[src/hdl/wsg_pkg.sv]
// Package for the wavetable sound generator: constants, register group codes and control structs.
package wsg_pkg;

    localparam int CHANNELS    = 5;
    localparam int WAVE_LEN    = 32;
    localparam int PHASE_SHIFT = 16;
    localparam logic [31:0] STEP_BASE = 32'd458178;

    localparam int CH_W       = (CHANNELS > 1) ? $clog2(CHANNELS) : 1;
    localparam int COL_W      = $clog2(WAVE_LEN);
    localparam int WAVE_DEPTH = CHANNELS * WAVE_LEN;
    localparam int WAVE_AW    = $clog2(WAVE_DEPTH);
    localparam int MIX_W      = 12;

    localparam int QUOT_W     = 32;
    localparam int DIV_CNT_W  = $clog2(QUOT_W);
    localparam int PER_W      = 12;
    localparam int DEN_W      = PER_W + 1;
    localparam int MIN_DIVISOR = 9;

    localparam logic signed [MIX_W-1:0] MIX_MAX = 127;
    localparam logic signed [MIX_W-1:0] MIX_MIN = -128;

    localparam int WAVE_LOCK_BIT = 6;

    localparam logic [6:0] GRP_WAVE_A = 7'd0;
    localparam logic [6:0] GRP_FREQ   = 7'd1;
    localparam logic [6:0] GRP_VOL    = 7'd2;
    localparam logic [6:0] GRP_KEY    = 7'd3;
    localparam logic [6:0] GRP_WAVE_B = 7'd4;
    localparam logic [6:0] GRP_TEST   = 7'd5;

    typedef struct packed {
        logic clr_step;
        logic load;
        logic bus_exec;
        logic div_step;
        logic ren_start;
        logic ren_acc;
        logic ren_mac;
        logic ren_out;
    } cmd_t;

    typedef struct packed {
        logic clr_busy;
        logic clr_last;
        logic is_render;
        logic div_need;
        logic div_last;
        logic ch_last;
        logic out_free;
    } sts_t;

endpackage

[src/hdl/wsg_ram.sv]
// Generic single-write, single-read RAM with registered read data.
module wsg_ram #(
    parameter int WIDTH = 8,
    parameter int DEPTH = 32
) (
    input  logic                     clk,
    input  logic                     we,
    input  logic [$clog2(DEPTH)-1:0] waddr,
    input  logic [WIDTH-1:0]         wdata,
    input  logic [$clog2(DEPTH)-1:0] raddr,
    output logic [WIDTH-1:0]         rdata
);

    logic [WIDTH-1:0] mem_reg [DEPTH];
    logic [WIDTH-1:0] rdata_reg;

    always_ff @(posedge clk)
    begin
        if (we)
        begin
            mem_reg[waddr] <= wdata;
        end
        rdata_reg <= mem_reg[raddr];
    end

    assign rdata = rdata_reg;

endmodule

[src/hdl/wsg_ctrl.sv]
// Sequencer for the wavetable sound generator: clear pass, bus writes, divide, render.
module wsg_ctrl (
    input  logic          clk,
    input  logic          rst_n,
    input  logic          s_axis_tvalid,
    output logic          s_axis_tready,
    output wsg_pkg::cmd_t cmd,
    input  wsg_pkg::sts_t sts
);

    typedef enum logic [6:0] {
        ST_CLEAR = 7'b0000001,
        ST_IDLE  = 7'b0000010,
        ST_EXEC  = 7'b0000100,
        ST_DIV   = 7'b0001000,
        ST_ACC   = 7'b0010000,
        ST_MAC   = 7'b0100000,
        ST_OUT   = 7'b1000000
    } state_t;

    state_t state_reg;
    state_t state_next;

    always_comb
    begin
        state_next    = state_reg;
        cmd           = '0;
        s_axis_tready = 1'b0;
        case (state_reg)
            ST_CLEAR:
            begin
                cmd.clr_step = 1'b1;
                if (sts.clr_last)
                begin
                    state_next = ST_IDLE;
                end
            end
            ST_IDLE:
            begin
                s_axis_tready = 1'b1;
                if (s_axis_tvalid)
                begin
                    cmd.load   = 1'b1;
                    state_next = ST_EXEC;
                end
            end
            ST_EXEC:
            begin
                if (sts.is_render)
                begin
                    cmd.ren_start = 1'b1;
                    state_next    = ST_ACC;
                end
                else
                begin
                    cmd.bus_exec = 1'b1;
                    state_next   = sts.div_need ? ST_DIV : ST_IDLE;
                end
            end
            ST_DIV:
            begin
                cmd.div_step = 1'b1;
                if (sts.div_last)
                begin
                    state_next = ST_IDLE;
                end
            end
            ST_ACC:
            begin
                cmd.ren_acc = 1'b1;
                state_next  = ST_MAC;
            end
            ST_MAC:
            begin
                cmd.ren_mac = 1'b1;
                state_next  = sts.ch_last ? ST_OUT : ST_ACC;
            end
            ST_OUT:
            begin
                if (sts.out_free)
                begin
                    cmd.ren_out = 1'b1;
                    state_next  = ST_IDLE;
                end
            end
            default:
            begin
                state_next = ST_IDLE;
            end
        endcase
    end

    always_ff @(posedge clk or negedge rst_n)
    begin
        if (!rst_n)
        begin
            state_reg <= ST_CLEAR;
        end
        else
        begin
            state_reg <= state_next;
        end
    end

endmodule

[src/hdl/wsg_datapath.sv]
// Datapath: channel registers, wave RAM, restoring divider, mixer and output register.
module wsg_datapath (
    input  logic          clk,
    input  logic          rst_n,
    input  wsg_pkg::cmd_t cmd,
    output wsg_pkg::sts_t sts,
    input  logic [15:0]   s_axis_tdata,
    input  logic          s_axis_tuser,
    output logic [7:0]    m_axis_tdata,
    output logic          m_axis_tvalid,
    input  logic          m_axis_tready
);

    localparam int CH  = wsg_pkg::CHANNELS;
    localparam int CHW = wsg_pkg::CH_W;
    localparam int PS  = wsg_pkg::PHASE_SHIFT;
    localparam int CW  = wsg_pkg::COL_W;
    localparam int AW  = wsg_pkg::WAVE_AW;
    localparam int MW  = wsg_pkg::MIX_W;
    localparam int DW  = wsg_pkg::DEN_W;
    localparam int QW  = wsg_pkg::QUOT_W;
    localparam int NW  = wsg_pkg::DIV_CNT_W;

    // architectural state
    logic [31:0]             acc_reg    [CH];
    logic [31:0]             acc_next   [CH];
    logic [31:0]             step_reg   [CH];
    logic [31:0]             step_next  [CH];
    logic [wsg_pkg::PER_W-1:0] period_reg [CH];
    logic [wsg_pkg::PER_W-1:0] period_next[CH];
    logic [3:0]              vol_reg    [CH];
    logic [3:0]              vol_next   [CH];
    logic [CH-1:0]           key_reg, key_next;
    logic [7:0]              addr_reg, addr_next;
    logic [7:0]              test_reg, test_next;

    // sequencing
    logic [AW-1:0]           clr_cnt_reg, clr_cnt_next;
    logic                    clr_busy_reg, clr_busy_next;
    logic [CHW-1:0]          ch_reg, ch_next;
    logic                    out_valid_reg, out_valid_next;

    // payload
    logic                    type_reg, type_next;
    logic [7:0]              port_reg, port_next;
    logic [7:0]              data_reg, data_next;
    logic                    active_reg, active_next;
    logic signed [MW-1:0]    mix_reg, mix_next;
    logic [NW-1:0]           div_cnt_reg, div_cnt_next;
    logic [DW-1:0]           rem_reg, rem_next;
    logic [QW-1:0]           dvd_reg, dvd_next;
    logic [DW-1:0]           den_reg, den_next;
    logic [CHW-1:0]          div_ch_reg, div_ch_next;
    logic [7:0]              out_data_reg, out_data_next;

    // wave RAM
    logic                    ram_we;
    logic [AW-1:0]           ram_waddr;
    logic [7:0]              ram_wdata;
    logic [AW-1:0]           ram_raddr;
    logic [7:0]              ram_rdata;

    // decode
    logic [6:0]              grp;
    logic                    is_data;
    logic [3:0]              row_ext;
    logic                    row_ok;
    logic [6:0]              fch;
    logic                    fch_ok;
    logic [CHW-1:0]          fidx;
    logic [3:0]              vch_ext;
    logic                    vch_ok;
    logic [wsg_pkg::PER_W-1:0] new_per;
    logic [DW-1:0]           den;
    logic                    den_big;
    logic [31:0]             acc_sum;
    logic [DW:0]             rem_sh;
    logic                    q_bit;
    logic [7:0]              mag;
    logic [11:0]             prod;
    logic [MW-1:0]           term;
    logic [7:0]              sat;

    assign grp     = port_reg[7:1];
    assign is_data = port_reg[0];
    assign row_ext = {1'b0, addr_reg[7:5]};
    assign row_ok  = row_ext < 4'(CH);
    assign fch     = addr_reg[7:1];
    assign fch_ok  = fch < 7'(CH);
    assign fidx    = fch[CHW-1:0];
    assign vch_ext = {1'b0, addr_reg[2:0]};
    assign vch_ok  = vch_ext < 4'(CH);

    always_comb
    begin
        new_per = period_reg[fidx];
        if (addr_reg[0])
        begin
            new_per[11:8] = data_reg[3:0];
        end
        else
        begin
            new_per[7:0] = data_reg;
        end
    end

    assign den     = {1'b0, new_per} + DW'(1);
    assign den_big = den >= DW'(wsg_pkg::MIN_DIVISOR);

    assign acc_sum = acc_reg[ch_reg] + step_reg[ch_reg];

    assign rem_sh  = {rem_reg, dvd_reg[QW-1]};
    assign q_bit   = rem_sh >= {1'b0, den_reg};

    assign mag  = ram_rdata[7] ? 8'(9'd256 - {1'b0, ram_rdata}) : ram_rdata;
    assign prod = mag * vol_reg[ch_reg];
    assign term = {{(MW-8){1'b0}}, prod[11:4]};

    always_comb
    begin
        if (mix_reg > wsg_pkg::MIX_MAX)
        begin
            sat = 8'hFF;
        end
        else if (mix_reg < wsg_pkg::MIX_MIN)
        begin
            sat = 8'h00;
        end
        else
        begin
            sat = mix_reg[7:0] ^ 8'h80;
        end
    end

    assign ram_raddr = AW'({ch_reg, acc_sum[PS+CW-1:PS]});

    always_comb
    begin
        acc_next       = acc_reg;
        step_next      = step_reg;
        period_next    = period_reg;
        vol_next       = vol_reg;
        key_next       = key_reg;
        addr_next      = addr_reg;
        test_next      = test_reg;
        clr_cnt_next   = clr_cnt_reg;
        clr_busy_next  = clr_busy_reg;
        ch_next        = ch_reg;
        out_valid_next = out_valid_reg;
        type_next      = type_reg;
        port_next      = port_reg;
        data_next      = data_reg;
        active_next    = active_reg;
        mix_next       = mix_reg;
        div_cnt_next   = div_cnt_reg;
        rem_next       = rem_reg;
        dvd_next       = dvd_reg;
        den_next       = den_reg;
        div_ch_next    = div_ch_reg;
        out_data_next  = out_data_reg;
        ram_we         = 1'b0;
        ram_waddr      = AW'({addr_reg[7:5], addr_reg[4:0]});
        ram_wdata      = data_reg;

        if (cmd.clr_step)
        begin
            ram_we       = 1'b1;
            ram_waddr    = clr_cnt_reg;
            ram_wdata    = 8'h00;
            clr_cnt_next = clr_cnt_reg + AW'(1);
            if (sts.clr_last)
            begin
                clr_busy_next = 1'b0;
            end
        end

        if (cmd.load)
        begin
            type_next = s_axis_tuser;
            port_next = s_axis_tdata[7:0];
            data_next = s_axis_tdata[15:8];
        end

        if (cmd.bus_exec)
        begin
            if (!is_data)
            begin
                addr_next = data_reg;
            end
            else
            begin
                case (grp)
                    wsg_pkg::GRP_WAVE_A, wsg_pkg::GRP_WAVE_B:
                    begin
                        if (!test_reg[wsg_pkg::WAVE_LOCK_BIT] && row_ok)
                        begin
                            ram_we = 1'b1;
                        end
                    end
                    wsg_pkg::GRP_FREQ:
                    begin
                        if (fch_ok)
                        begin
                            period_next[fidx] = new_per;
                            if (!den_big)
                            begin
                                step_next[fidx] = '0;
                            end
                            div_cnt_next = '0;
                            rem_next     = '0;
                            dvd_next     = wsg_pkg::STEP_BASE;
                            den_next     = den;
                            div_ch_next  = fidx;
                        end
                    end
                    wsg_pkg::GRP_VOL:
                    begin
                        if (vch_ok)
                        begin
                            vol_next[vch_ext[CHW-1:0]] = data_reg[3:0];
                        end
                    end
                    wsg_pkg::GRP_KEY:
                    begin
                        key_next = data_reg[CH-1:0];
                    end
                    wsg_pkg::GRP_TEST:
                    begin
                        test_next = data_reg;
                    end
                    default:
                    begin
                    end
                endcase
            end
        end

        if (cmd.div_step)
        begin
            rem_next     = q_bit ? DW'(rem_sh - {1'b0, den_reg}) : rem_sh[DW-1:0];
            dvd_next     = {dvd_reg[QW-2:0], q_bit};
            div_cnt_next = div_cnt_reg + NW'(1);
            if (sts.div_last)
            begin
                step_next[div_ch_reg] = {dvd_reg[QW-2:0], q_bit};
            end
        end

        if (cmd.ren_start)
        begin
            ch_next  = '0;
            mix_next = '0;
        end

        if (cmd.ren_acc)
        begin
            if (step_reg[ch_reg] != 32'd0)
            begin
                acc_next[ch_reg] = acc_sum;
            end
            active_next = (step_reg[ch_reg] != 32'd0) && key_reg[ch_reg];
        end

        if (cmd.ren_mac)
        begin
            if (active_reg)
            begin
                mix_next = ram_rdata[7] ? mix_reg - $signed(term) : mix_reg + $signed(term);
            end
            ch_next = ch_reg + CHW'(1);
        end

        if (out_valid_reg && m_axis_tready)
        begin
            out_valid_next = 1'b0;
        end
        if (cmd.ren_out)
        begin
            out_valid_next = 1'b1;
            out_data_next  = sat;
        end
    end

    always_ff @(posedge clk or negedge rst_n)
    begin
        if (!rst_n)
        begin
            acc_reg       <= '{default: '0};
            step_reg      <= '{default: '0};
            period_reg    <= '{default: '0};
            vol_reg       <= '{default: '0};
            key_reg       <= '0;
            addr_reg      <= '0;
            test_reg      <= '0;
            clr_cnt_reg   <= '0;
            clr_busy_reg  <= 1'b1;
            ch_reg        <= '0;
            out_valid_reg <= 1'b0;
        end
        else
        begin
            acc_reg       <= acc_next;
            step_reg      <= step_next;
            period_reg    <= period_next;
            vol_reg       <= vol_next;
            key_reg       <= key_next;
            addr_reg      <= addr_next;
            test_reg      <= test_next;
            clr_cnt_reg   <= clr_cnt_next;
            clr_busy_reg  <= clr_busy_next;
            ch_reg        <= ch_next;
            out_valid_reg <= out_valid_next;
        end
    end

    always_ff @(posedge clk)
    begin
        type_reg     <= type_next;
        port_reg     <= port_next;
        data_reg     <= data_next;
        active_reg   <= active_next;
        mix_reg      <= mix_next;
        div_cnt_reg  <= div_cnt_next;
        rem_reg      <= rem_next;
        dvd_reg      <= dvd_next;
        den_reg      <= den_next;
        div_ch_reg   <= div_ch_next;
        out_data_reg <= out_data_next;
    end

    wsg_ram #(
        .WIDTH (8),
        .DEPTH (wsg_pkg::WAVE_DEPTH)
    ) u_wave_ram (
        .clk   (clk),
        .we    (ram_we),
        .waddr (ram_waddr),
        .wdata (ram_wdata),
        .raddr (ram_raddr),
        .rdata (ram_rdata)
    );

    assign sts.clr_busy  = clr_busy_reg;
    assign sts.clr_last  = clr_cnt_reg == AW'(wsg_pkg::WAVE_DEPTH - 1);
    assign sts.is_render = type_reg;
    assign sts.div_need  = is_data && (grp == wsg_pkg::GRP_FREQ) && fch_ok && den_big;
    assign sts.div_last  = div_cnt_reg == NW'(QW - 1);
    assign sts.ch_last   = ch_reg == CHW'(CH - 1);
    assign sts.out_free  = !out_valid_reg || m_axis_tready;

    assign m_axis_tvalid = out_valid_reg;
    assign m_axis_tdata  = out_data_reg;

endmodule

[src/hdl/wavetable_sound_generator_core.sv]
// Top level of the five-channel wavetable sound generator.
// One input beat is either a bus write (tuser low) or a render request (tuser high). The block
// takes one beat at a time. A frequency write whose divisor is 9 or more also runs the
// radix-2 divider, which forms one of the 32 phase-step bits a cycle. A render steps through an
// accumulate and a multiply-accumulate state for each channel over the shared wave RAM read port,
// and its sample sits in an output register so the next beat is taken while it waits. After
// reset the wave RAM is zeroed, during which s_axis_tready stays low.
module wavetable_sound_generator_core (
    input  logic        clk,
    input  logic        rst_n,
    input  logic        s_axis_tvalid,
    output logic        s_axis_tready,
    input  logic [15:0] s_axis_tdata,   // [7:0] port, [15:8] wdata
    input  logic        s_axis_tuser,   // [0] req_type
    output logic        m_axis_tvalid,
    input  logic        m_axis_tready,
    output logic [7:0]  m_axis_tdata    // [7:0] sample
);

    wsg_pkg::cmd_t cmd;
    wsg_pkg::sts_t sts;

    wsg_ctrl u_ctrl (
        .clk           (clk),
        .rst_n         (rst_n),
        .s_axis_tvalid (s_axis_tvalid),
        .s_axis_tready (s_axis_tready),
        .cmd           (cmd),
        .sts           (sts)
    );

    wsg_datapath u_dp (
        .clk           (clk),
        .rst_n         (rst_n),
        .cmd           (cmd),
        .sts           (sts),
        .s_axis_tdata  (s_axis_tdata),
        .s_axis_tuser  (s_axis_tuser),
        .m_axis_tdata  (m_axis_tdata),
        .m_axis_tvalid (m_axis_tvalid),
        .m_axis_tready (m_axis_tready)
    );

    a_out_no_overwrite: assert property (@(posedge clk) disable iff (!rst_n)
        cmd.ren_out |-> sts.out_free)
        else $error("sample loaded over a pending beat");

    a_ready_after_clear: assert property (@(posedge clk) disable iff (!rst_n)
        s_axis_tready |-> !sts.clr_busy)
        else $error("input taken during wave RAM clear");

    a_ready_quiet: assert property (@(posedge clk) disable iff (!rst_n)
        s_axis_tready |-> !(cmd.div_step || cmd.ren_acc || cmd.ren_mac || cmd.bus_exec))
        else $error("input ready while work in progress");

    a_div_ends_idle: assert property (@(posedge clk) disable iff (!rst_n)
        (cmd.div_step && sts.div_last) |=> s_axis_tready)
        else $error("divider finish did not return to idle");

endmodule

[config.mk]
export PLATFORM = sky130hd
export DESIGN_NAME = wavetable_sound_generator_core
export DESIGN_NICKNAME = d
export VERILOG_FILES = /design/src/hdl/wsg_pkg.sv /design/src/hdl/wsg_ram.sv /design/src/hdl/wsg_ctrl.sv /design/src/hdl/wsg_datapath.sv /design/src/hdl/wavetable_sound_generator_core.sv
export SDC_FILE = /design/constraint.sdc
export NUM_CORES = 2
export LEC_CHECK = 0
export BUFFER_PORTS_ARGS = -buffer_cell sky130_fd_sc_hd__buf_2
export CORE_UTILIZATION = 64
export CTS_CLUSTER_SIZE = 30
export DETAILED_ROUTE_END_ITERATION = 8
export PLACE_DENSITY = 0.8
export SLEW_MARGIN = 20
export SYNTH_ARGS = -nofsm -noshare
export SYNTH_HDL_FRONTEND = slang
export SYNTH_HIERARCHICAL = 1
export SYNTH_SLANG_ARGS = --single-unit
[constraint.sdc]
create_clock -name clk -period 14.63 [get_ports clk]
set_input_delay 2.926 -clock clk [delete_from_list [all_inputs] [get_ports clk]]
set_output_delay 2.926 -clock clk [all_outputs]
set_load 0.02 [all_outputs]
==> Implementation_results.wiki <==
{| class="wikitable"
! Metric !! Value
|-
| Run status || finished clean
|-
| Area delta synth->final || 9.319%
|-
| R2R setup slack || 6.05 ns
|-
| Pin count of the biggest net entering global routing || around 130
|-
| Fin Setup TNS || 0 ns
|-
| CP max FO || 133
|-
| Worst setup SP type || register
|-
| Peak supply drop || between 0.0001 and 0.00015 V
|-
| Mean post-synth cell area || roughly 16 sq um
|-
| Leak pwr || around 30 nW
|-
| Total Routing Usage GR || about a third
|-
| Count of endpoints failing hold in the final timing report || 0
|-
| Final critical delay including setup and external delays || ~8.6 ns
|-
| FF-to-FF End || u_dp/u_wave_ram/rdata[0]
|-
| Post-synthesis instance area || 0.07611 sq mm
|-
| Y dimension of the die || between 300 and 400 microns
|-
| RSZ-0062 raised after global routing || no
|-
| Maximum clock path buffer count || 3
|-
| Min-delay src || u_dp/period_reg[37]
|-
| Final clock period utilization by the worst path || 58.63%
|-
| Number of pins with negative max-slew slack in the final report || 0
|-
| Storage cell area || just over 0.05 sq mm
|-
| Synth Instances || 4,721
|-
| Worst R2R Start || u_dp/ch_reg[1]
|-
| Footprint of the multi-input gates || 0.02336 sq mm
|-
| Core Footprint || between 0.1 and 0.15 sq mm
|-
| Initial core utilization || approximately 65%
|-
| Hold depth || 2
|-
| Clock Skews || ~0.056 ns
|-
| Router iterations before antenna repair || 6
|-
| Slew margin rel. || about an eighth
|-
| # Max-Cap Violations || 0
|-
| Filler cells || approximately 7,100
|-
| H-tree Lvls || 4
|-
| Number of antenna violations at the first check in global routing || 6
|-
| CTS tree || yes
|-
| Element type at the critical path end || register
|-
| Register clock-pin slew on the reported worst setup and hold paths || approximately 0.060 ns
|-
| Crit Path Category || reg -> reg
|-
| Post-CTS setup repair buffer count || 0
|-
| Post-CTS Resized || 0
|-
| Post-detailed-route via-to-cell ratio || 6.926
|-
| Cell family contributing the most delay on the critical path || buffers and inverters
|-
| Floorplan die area || 0.1203 sq mm
|-
| Root Driver || clkbuf_16
|-
| WP data arrival || 9.24 ns
|-
| Count of nets after finishing || roughly 4,800
|-
| Class of the most critical hold timing path || reg -> reg
|-
| Clk_lat worst skew || between 0.8 and 0.9 ns
|-
| Highest achievable clock rate || around 120 MHz
|-
| Detailed Route Iter0 Violations || roughly 5,500
|-
| YS warnings || 6
|-
| Least-Margin Pin Slew || 1.276 ns
|-
| IO Port Bufs || 30
|-
| Largest register FFs || ~1,300
|-
| Vias in the first global route || around 45,000
|-
| Fraction of final layout cells sized beyond drive strength 1 || between 10% and 20%
|-
| Mean routed wirelength per cell || 29.99 microns
|-
| Worst EP required || about 15 ns
|-
| Worst path max stage delay || a little over 0.9 ns
|-
| Overall power consumption || roughly 11 mW
|-
| Routed vias || 44,539
|-
| Ports || 31
|-
| Worst-path cell chain || buf_4 > nor3_2 > buf_4 > a22o_1 > ha_1 > inv_1 > fa_1 > nor2b_1 > o21a_1 > o21ai_0 > a311oi_1 > nor3_1 > o31ai_1 > a21oi_1 > xnor2_2 > buf_12 > buf_4 > mux4_1 > mux2i_1 > o22ai_1 > or4_1 > nor3_1 > nor3_1
|-
| WP depth || 23
|-
| Crit path buffers/inverters || 5
|-
| Worst r2r path cells || 23
|-
| Synthesized net count || 4,825
|-
| Worst min-delay path endpoint || u_dp/period_reg[37]
|-
| Final weighted congestion of routability-driven global placement || ~0.9
|-
| Total routed wirelength || a little under 200,000 microns
|-
| Post-DP HPWL || ~120,000 microns
|-
| Number of buffers inserted for hold repair after clock tree synthesis || 0
|-
| Count of antenna-violating nets left after detailed routing || 0
|-
| Horiz. Die Dim || 346.9 microns
|-
| Remaining global-route overflow || 0
|-
| CTS buffer count || around 170
|-
| Clk sink count || between 1,500 and 2,000
|-
| Pwr per Cell Area || between 100 and 150 mW/mm^2
|-
| Final setup viols || 0
|-
| Number of core rows || between 100 and 150
|-
| Cell at the slowest stage of the critical path || buf_4
|-
| Global-route wire length before repair || between 200,000 and 300,000 microns
|-
| Drc violations || 0
|}
[cell usage in the layout (no fill, tap or decap), types with 36 or more instances in the layout]
master     instances
edfxtp_1        1372
nor2_1           439
dfrtp_1          374
mux2i_1          362
mux4_2           253
clkbuf_16        179
mux2_2           144
nand2_1          140
a21oi_1          109
o21ai_0           91
nand3_1           85
inv_1             81
nor3_1            78
buf_4             76
o22ai_1           70
ha_1              69
clkbuf_1          44
xnor2_1           42
o221ai_1          42
and2_1            40
mux2_1            40
nor2b_1           38
mux2_4            36
[layout make-up]
class	count	share of cell area, %
multi-input combinational	2600	28.07
clock buffer	235	5.781
antenna	4	0.01203
sequential	1770	61.38
tap	1536	2.310
clock inverter	88	1.020
timing repair buffer	115	1.053
inverter	83	0.3744
[routing by layer]
metal,track usage (%),routed length (microns),vias to the layer above
met5,0.3201,97,-
met4,16.86,11430,8
met3,7.731,21380,671
met2,50.49,90800,3031
met1,42.24,69150,22417
li1,-,-,18412
[worst register-to-register path, cell delays in order, from the launching register on]
cell,delay [ns]
dfrtp_4,0.88
buf_4,0.72
nor3_2,0.07
buf_4,0.26
a22o_1,0.28
ha_1,0.21
inv_1,0.07
fa_1,0.20
nor2b_1,0.05
o21a_1,0.17
o21ai_0,0.38
a311oi_1,0.22
nor3_1,0.42
o31ai_1,0.17
a21oi_1,0.30
xnor2_2,0.21
buf_12,0.62
buf_4,1.06
mux4_1,0.71
mux2i_1,0.30
o22ai_1,0.14
or4_1,0.51
nor3_1,0.43
nor3_1,0.10
[report_power, final]
group	leakage, nW	switching, mW	internal, mW
sequential	17.9	0.0922	5.65
combinational	8.70	0.863	0.337
clock	2.75	1.91	2.53
total	29.3	2.87	8.51
[worst max-delay path by stage]
stage	slack [ns]	from	to
2_1_floorplan	7.71	u_dp/ch_reg[1]	u_dp/mix_reg[11]
3_3_place_gp	6.34	u_dp/ch_reg[1]	u_dp/u_wave_ram/rdata[0]
3_5_place_dp	6.10	u_dp/ch_reg[1]	u_dp/u_wave_ram/rdata[0]
4_1_cts	6.10	u_dp/ch_reg[1]	u_dp/u_wave_ram/rdata[0]
5_1_grt	5.71	u_dp/ch_reg[1]	u_dp/u_wave_ram/rdata[0]
6_report	6.05	u_dp/ch_reg[1]	u_dp/u_wave_ram/rdata[0]
[metrics by stage]
stage               setup slack [ns]  hold slack, ns  cells  utilization (%)  instance area (sq um)
global route                   5.709          0.5102   6428            70.55                  83200
finish                         6.053          0.4790   6431            70.56                  83200
CTS                            6.098          0.4865   6423            70.48                  83110
floorplan                      7.714          0.4452   4721                -                  76110
detailed placement             6.096          0.4730   6100            65.68                  77450
global placement               6.337          0.4599   6100            65.68                  77450
No activity file was read; power rests on OpenSTA's default activity.
